### src/hw/rtl/tlmd_pkg.sv
// shared types, constants and helpers of the two-line modulated diffuser
package tlmd_pkg;

    localparam int LINE_DEPTH = 8192;
    localparam int ADDR_W     = $clog2(LINE_DEPTH);
    localparam int SMP_W      = 24;
    localparam int MOD_SHIFT  = SMP_W - 1 - 15;

    localparam logic [ADDR_W-1:0] TAP_MAX = ADDR_W'(LINE_DEPTH - 1);

    // tap dividends after the power-of-two part of the divisor is shifted out
    localparam int NA_W  = 22;
    localparam int NB_W  = 29;
    // floor(n / 125) and floor(n / 15625) by reciprocal multiplication
    localparam int QSH_A = 29;
    localparam int QSH_B = 43;
    localparam logic [22:0] RECIP_A = 23'd4294968;
    localparam logic [29:0] RECIP_B = 30'd562949954;

    localparam logic [1:0] REG_SIZE = 2'd0;
    localparam logic [1:0] REG_FS   = 2'd1;
    localparam logic [1:0] REG_FB   = 2'd2;
    localparam logic [1:0] REG_MIX  = 2'd3;

    typedef struct packed {
        logic [9:0]         size_ms_q4;
        logic [17:0]        sample_rate_hz;
        logic signed [15:0] feedback_q15;
        logic [15:0]        mix_q15;
    } t_cfg;

    typedef struct packed {
        logic signed [SMP_W-1:0] x;
        logic signed [15:0]      m15;
    } t_item;

    function automatic logic signed [SMP_W-1:0] sat_smp(input logic signed [31:0] v);
        logic signed [31:0] hi;
        logic signed [31:0] lo;
        hi = 32'sd2 ** (SMP_W - 1) - 32'sd1;
        lo = -(32'sd2 ** (SMP_W - 1));
        if (v > hi) begin
            return SMP_W'(hi);
        end else if (v < lo) begin
            return SMP_W'(lo);
        end
        return SMP_W'(v);
    endfunction

endpackage

### src/hw/rtl/tlmd_front.sv
// front end: takes input transactions, derives q1.15 modulation, queues them
module tlmd_front import tlmd_pkg::*; (
    input  logic                    i_clk,
    input  logic                    i_rst_n,
    input  logic                    i_push,
    input  logic signed [SMP_W-1:0] i_audio_in,
    input  logic signed [SMP_W-1:0] i_mod_in,
    output logic                    o_qfull,
    output logic                    o_qvalid,
    output t_item                   o_item,
    input  logic                    i_qpop
);

    t_item       r_q [2];
    logic [1:0]  r_cnt;
    logic        r_wr;
    logic        r_rd;
    logic        push_ok;
    logic        pop_ok;
    t_item       item_in;

    assign o_qfull  = (r_cnt == 2'd2);
    assign o_qvalid = (r_cnt != 2'd0);
    assign o_item   = r_q[r_rd];
    assign push_ok  = i_push && !o_qfull;
    assign pop_ok   = i_qpop && o_qvalid;

    // floor of mod / 2^shift gives the modulation in q1.15
    assign item_in.x   = i_audio_in;
    assign item_in.m15 = 16'(i_mod_in >>> MOD_SHIFT);

    always_ff @(posedge i_clk) begin
        if (push_ok) begin
            r_q[r_wr] <= item_in;
        end
    end

    always_ff @(posedge i_clk) begin
        if (!i_rst_n) begin
            r_cnt <= 2'd0;
            r_wr  <= 1'b0;
            r_rd  <= 1'b0;
        end else begin
            if (push_ok) begin
                r_wr <= ~r_wr;
            end
            if (pop_ok) begin
                r_rd <= ~r_rd;
            end
            if (push_ok && !pop_ok) begin
                r_cnt <= r_cnt + 2'd1;
            end else if (pop_ok && !push_ok) begin
                r_cnt <= r_cnt - 2'd1;
            end
        end
    end

endmodule

### config.mk
export PLATFORM = sky130hd
export DESIGN_NAME = tlmd_front
export DESIGN_NICKNAME = d
export VERILOG_FILES = /design/src/hw/rtl/tlmd_pkg.sv /design/src/hw/rtl/tlmd_front.sv
export SDC_FILE = /design/constraint.sdc
export NUM_CORES = 1
export LEC_CHECK = 0
export BUFFER_PORTS_ARGS = -buffer_cell sky130_fd_sc_hd__buf_2
export CORE_MARGIN = 2
export CORE_UTILIZATION = 35
export CTS_BUF_LIST = sky130_fd_sc_hd__clkbuf_4
export DETAILED_ROUTE_END_ITERATION = 8
export GPL_ROUTABILITY_DRIVEN = 1
export PLACE_DENSITY = 0.69
export RECOVER_POWER = 25
export SYNTH_ARGS = -nofsm -noshare
export SYNTH_HDL_FRONTEND = slang
export SYNTH_SLANG_ARGS = --single-unit
### constraint.sdc
create_clock -name i_clk -period 2.7 [get_ports i_clk]
set_clock_uncertainty 0.1 [all_clocks]
set_input_delay 0.405 -clock i_clk [delete_from_list [all_inputs] [get_ports i_clk]]
set_output_delay 0.405 -clock i_clk [all_outputs]
set_load 0.01 [all_outputs]
==> reports/qor.txt, run 1 <==
largest net degree at the start of global routing: 23
HPWL Detailed: 3540 µm
antenna viol nets, final: 0
Yosys cell types: 21
R2R cell count: 3
RSZ-0062 raised after global routing: false
post-synthesis sequential area ratio: 80.5%
Fin Hold WS: 0.0590 ns
Final min period: 2.31 ns
detailed router's first-iteration violation count: 40
vias in the first global route: 1799
Max VDD drop: 0.000413 V
Tightest Pin Transition: 0.581 ns
CTS H-tree depth: 3
Syn. warnings: 0
Post-synth top cells: 80 x edfxtp_1, 40 x mux2_2, 5 x dfxtp_1
Vias: 1630
P_leak: 1.38 nW
share of power burned in registers: 53.6%
syn_nets: 202
TritonCTS buffer count: 9
Pre-antenna DRT Iters: 4
Ports: 94
grt ovf: 0
combinational power share: 27.7%
drt total wl: 5400 µm
top cell type's share of synthesized area: 77.3%
row count: 34
CP Class: reg2out
number of flops mapped to enable cells by yosys: 80
Final #Nets: 298
internal cell power: 2.31 mW
Setup Buffers After CTS: 0
Sw Share: 29.2%
mapped cell area: 3110 µm²
setup TNS: 0 ns
Peak Freq: 433 MHz
flop2flop setup slack: 0.85 ns
Clk pwr share: 18.7%
Worst Path Arrival: 1.80 ns
Initial Util: 35.8%
ys flop type: edfxtp_1
PwrDens: 856 nW/µm²
Worst EP required: 2.19 ns
All-Layer GR Usage: 12.0%
total of max-cap violations: 0
Setup violations, final: 0
total core area: 8680 µm²
slew margin rel.: 61.3%
CTS max path bufs: 2
Die Ht: 98.3 µm
number of diodes: 0
share of cells above drive strength 1: 54.0%
CTS sink count: 85
CP startpoint kind: flop
Synth area leader: edfxtp_1
status: finished, final reports clean
Slew Viols, Final: 0
Clk Latency, worst-skew pair: 0.41 ns
Port Buffers: 85
first-pass GRT wire length: 8690 µm
Residual DRC: 0
final hold violations: 0
Seq cells post-synth: 85
CP Capture Point: o_item[19]
largest cells by area after synthesis: edfxtp_1 77%, mux2_2 14%, dfxtp_1 3.2%, buf_2 0.64%, and2_1 0.60%
Syn Area/Cell: 20.9 µm²
HP Class: in2reg
initial antenna violation count: 0
terminus of the critical flop-to-flop path: r_q[1][25]$_DFFE_PP_
die width: 98.3 µm
start of the worst register-to-register path: r_cnt[0]$_SDFFE_PN0P_
sw power: 0.952 mW
CTS root buf: clkbuf_4
Routed WL per cell: 15.1 µm
Placer Congestion: 0.651
FFs w/ async S/R, synth: 0%
post-CTS resize count: 0
Area Overhead vs Synth: 22.6%
number of vias per cell: 4.55
cts-stage hold buffer count: 0
period utilisation layout: 85.5%
clock-pin slew on the worst setup and hold paths: 0.14 ns
die area: 9650 µm²
crit end category: output port
most frequent cell after synthesis: edfxtp_1
Mapped Cells: 149
Worst Path Max Fanout: 22
filler cell count: 815
TritonCTS clock tree: done
## metrics by stage
stage	setup slack [ns]	instance area, µm²	power (mW)	util, %	std cells
after floorplan	0.596	3120	2.33	-	149
after global placement	0.794	3710	2.68	42.8	342
after detailed placement	0.795	3710	2.71	42.8	342
after CTS	0.314	3830	3.33	44.1	358
after global routing	0.249	3810	3.46	43.9	358
final	0.392	3810	3.26	43.9	358
## logic make-up after synthesis
kind of cell	count (synthesis)	share of synthesized area [%]
buffers and inverters	6	0.885
xor gates and xnor gates	3	0.845
DFF	85	80.5
AOI/OAI and AO/OA	5	1.05
muxes	40	14.5
adders and majority gates	1	0.402
and+or+nand+nor	9	1.85
## worst min path at each step
stage | start | depth (start not counted) | endpoint | slack (ns)
global placement | r_cnt[1]$_SDFFE_PN0P_ | 2 | r_cnt[1]$_SDFFE_PN0P_ | 0.40
floorplan | r_cnt[1]$_SDFFE_PN0P_ | 2 | r_cnt[1]$_SDFFE_PN0P_ | 0.38
CTS | i_mod_in[18] | 1 | r_q[1][10]$_DFFE_PP_ | 0.02
finish | i_audio_in[16] | 1 | r_q[0][32]$_DFFE_PP_ | 0.06
global route | i_mod_in[17] | 1 | r_q[1][9]$_DFFE_PP_ | 0.009
detailed placement | r_cnt[1]$_SDFFE_PN0P_ | 2 | r_cnt[1]$_SDFFE_PN0P_ | 0.43
## power groups by stage
stage	combinational, mW	sequential [mW]	clock (mW)
6_report	0.904	1.75	0.610
3_5_place_dp	0.924	1.79	0
3_3_place_gp	0.912	1.77	0
2_1_floorplan	0.604	1.73	0
4_1_cts	0.930	1.75	0.644
5_1_grt	0.992	1.77	0.700
## metal layers
layer  GRT usage (%)  wire [µm]  vias to the layer above
met5               0          0                        -
met4            6.32        122                        0
met3            4.29        318                        9
met2            20.3       2770                       45
met1            13.2       2190                      797
li1                -          -                      779
## sequential cells by signal, indices dropped and copies added, names as in the netlist, named ones only
| name | cells |
|---|---|
| r_rd | 1 |
| r_cnt | 2 |
| r_wr | 1 |
| r_q | 80 |
## layout make-up
cell class	count	area [µm²]	area share [%]
Multi-Input combinational cell	58	587	15.4
Sequential cell	85	2500	65.7
Tap cell	108	135	3.55
Inverter	2	7.51	0.197
Timing Repair Buffer	89	463	12.1
Clock buffer	10	75.1	1.97
Clock inverter	6	40.0	1.05
## worst max-delay path: stages, from the launching register on
cell and delay, ns:
dfxtp_2 0.65, buf_12 0.25, mux2_2 0.35, buf_2 0.14
## placed cells by master, fill, tap and decap left out, drive strengths merged
cell type  instances
a21boi             2
and2               3
and3               1
buf               75
clkbuf            24
clkinv             3
clkinvlp           3
dfxtp              5
edfxtp            80
ha                 1
inv                2
mux2              40
nand2b             1
nor2               1
nor3               1
o21a               1
o21ai              2
or2                1
or3                1
xnor2              2
xor2               1
Power figures use the tool's default switching activity.
==> run 2, diff against run 1 <==
--- a/config.mk
+++ b/config.mk
@@ -10,7 +10,8 @@
 export CORE_UTILIZATION = 35
 export CTS_BUF_LIST = sky130_fd_sc_hd__clkbuf_4
+export CTS_CLUSTER_SIZE = 12
 export DETAILED_ROUTE_END_ITERATION = 8
 export GPL_ROUTABILITY_DRIVEN = 1
-export PLACE_DENSITY = 0.69
+export PLACE_DENSITY = 0.67
 export RECOVER_POWER = 25
 export SYNTH_ARGS = -nofsm -noshare
==> constraint.sdc (replaced) <==
create_clock -name i_clk -period 2.5 [get_ports i_clk]
set_clock_uncertainty 0.1 [all_clocks]
set_input_delay 0.375 -clock i_clk [delete_from_list [all_inputs] [get_ports i_clk]]
set_output_delay 0.375 -clock i_clk [all_outputs]
set_load 0.1 [all_outputs]
==> reports/qor.txt, run 2 (synthesized netlist as in run 1, its figures left out) <==
Port Buffers: 85
Pre-antenna DRT Iters: 3
Area Overhead vs Synth: 33.5%
final hold violations: 0
All-Layer GR Usage: 11.5%
flop2flop setup slack: 0.76 ns
drt total wl: 5340 µm
status: finished, final reports clean
CTS H-tree depth: 3
R2R cell count: 4
Setup Buffers After CTS: 0
antenna viol nets, final: 0
most frequent cells in the layout: 80 x edfxtp_1, 62 x buf_2, 40 x mux2_2, 27 x dlygate4sd3_1, 19 x clkbuf_1
Routed WL per cell: 13.9 µm
row count: 34
Slew Viols, Final: 0
CP startpoint kind: flop
vias in the first global route: 1714
final core occ: 47.8%
post-CTS resize count: 0
Worst Path Max Fanout: 40
Residual DRC: 0
most common cell after layout, fill and taps aside: edfxtp_1
Vias: 1723
Peak Freq: 464 MHz
HPWL Detailed: 3170 µm
clock-pin slew on the worst setup and hold paths: 0.11 ns
period utilisation layout: 86.2%
detailed router's first-iteration violation count: 36
dpl ws: 0.772 ns
total core area: 8680 µm²
total of max-cap violations: 0
Worst Path Arrival: 1.68 ns
Largest register FFs: 80
Clk Latency, worst-skew pair: 0.41 ns
number of diodes: 0
crit end category: output port
HP Class: in2reg
Setup violations, final: 0
DP Area: 3750 µm²
min-delay src: i_audio_in[14]
WHS Endpoint: r_q[1][30]$_DFFE_PP_
critical path cell sequence: buf_12, mux2_2, buf_2
Worst EP required: 2.03 ns
Finished Cell Area: 4150 µm²
CTS root buf: clkbuf_4
Initial Util: 35.8%
RSZ-0062 raised after global routing: false
Slowest cell on crit path: mux2_2
Placer Congestion: 0.681
initial antenna violation count: 0
CTS sink count: 85
terminus of the critical flop-to-flop path: r_q[0][12]$_DFFE_PP_
start of the worst register-to-register path: r_cnt[0]$_SDFFE_PN0P_
Final min period: 2.16 ns
die area: 9650 µm²
grt ovf: 0
Final #Nets: 324
share of cells above drive strength 1: 46.5%
setup TNS: 0 ns
die width: 98.3 µm
hold path cells: 1
CP Class: reg2out
Regs by FF count: r_q: 80 flops, r_cnt: 2 flops
Die Ht: 98.3 µm
CTS max path bufs: 2
Ports: 94
CP max stage delay: 0.37 ns
first-pass GRT wire length: 8270 µm
Top reg by flops: r_q
TritonCTS clock tree: done
slew margin rel.: 60.9%
min setup slack post-route: 0.345 ns
cts-stage hold buffer count: 9
Tightest Pin Transition: 0.587 ns
number of vias per cell: 4.50
largest net degree at the start of global routing: 42
TritonCTS buffer count: 9
## run 2: cell types whose count changed in the layout (fill, tap and decap cells not counted)
| cell | previous run | this run |
|---|---|---|
| clkinv_4 | 1 | 0 |
| buf_12 | 2 | 5 |
| clkbuf_1 | 14 | 19 |
| buf_2 | 71 | 62 |
| bufinv_16 | 0 | 2 |
| clkinvlp_4 | 3 | 1 |
| dlygate4sd3_1 | 0 | 27 |
## run 2: critical path: cells and delay by family (launching register included)
kind / cells / cell delay (ns)
buffers and inverters: 2 / 0.53
muxes: 1 / 0.37
DFF: 1 / 0.36
## run 2: area by class of cell
cell class              count  area [µm²]
well taps                 108         135
multi-input cells          58         587
clock buffers              10        75.1
inverters                   2        7.51
repair buffers            115         767
fillers                   795        4530
flip-flops and latches     85        2500
clock inverters             5        76.3
## run 2: worst max-delay path by stage
stage / start / endpoint / cells past startpoint
detailed placement: flop / o_item[24] / 3
finish: flop / o_item[31] / 3
global placement: flop / o_item[31] / 3
CTS: flop / o_item[31] / 3
global route: flop / o_item[13] / 3
floorplan: r_cnt[0]$_SDFFE_PN0P_ / r_q[0][0]$_DFFE_PP_ / 3
## run 2: stage by stage
stage / cells / hold WS, ns
after CTS: 365 / 0.000523
after global routing: 383 / -0.000921
final: 383 / 0.0527
after floorplan: 149 / 0.374
after global placement: 341 / 0.396
after detailed placement: 341 / 0.411
## run 2: routing by layer
metal	wire length [µm]	up-vias	GRT usage, %	part of all wire [%]
met5	0	-	0	0
met4	62	0	4.74	1.2
met3	307	9	5.08	5.8
met2	2710	52	19.3	51
met1	2260	838	12.7	42
li1	-	824	-	-
Power of run 2 is left out: the tool's default activity adds up to more than one toggle a clock period on the data nets, which glitch-free logic cannot reach.
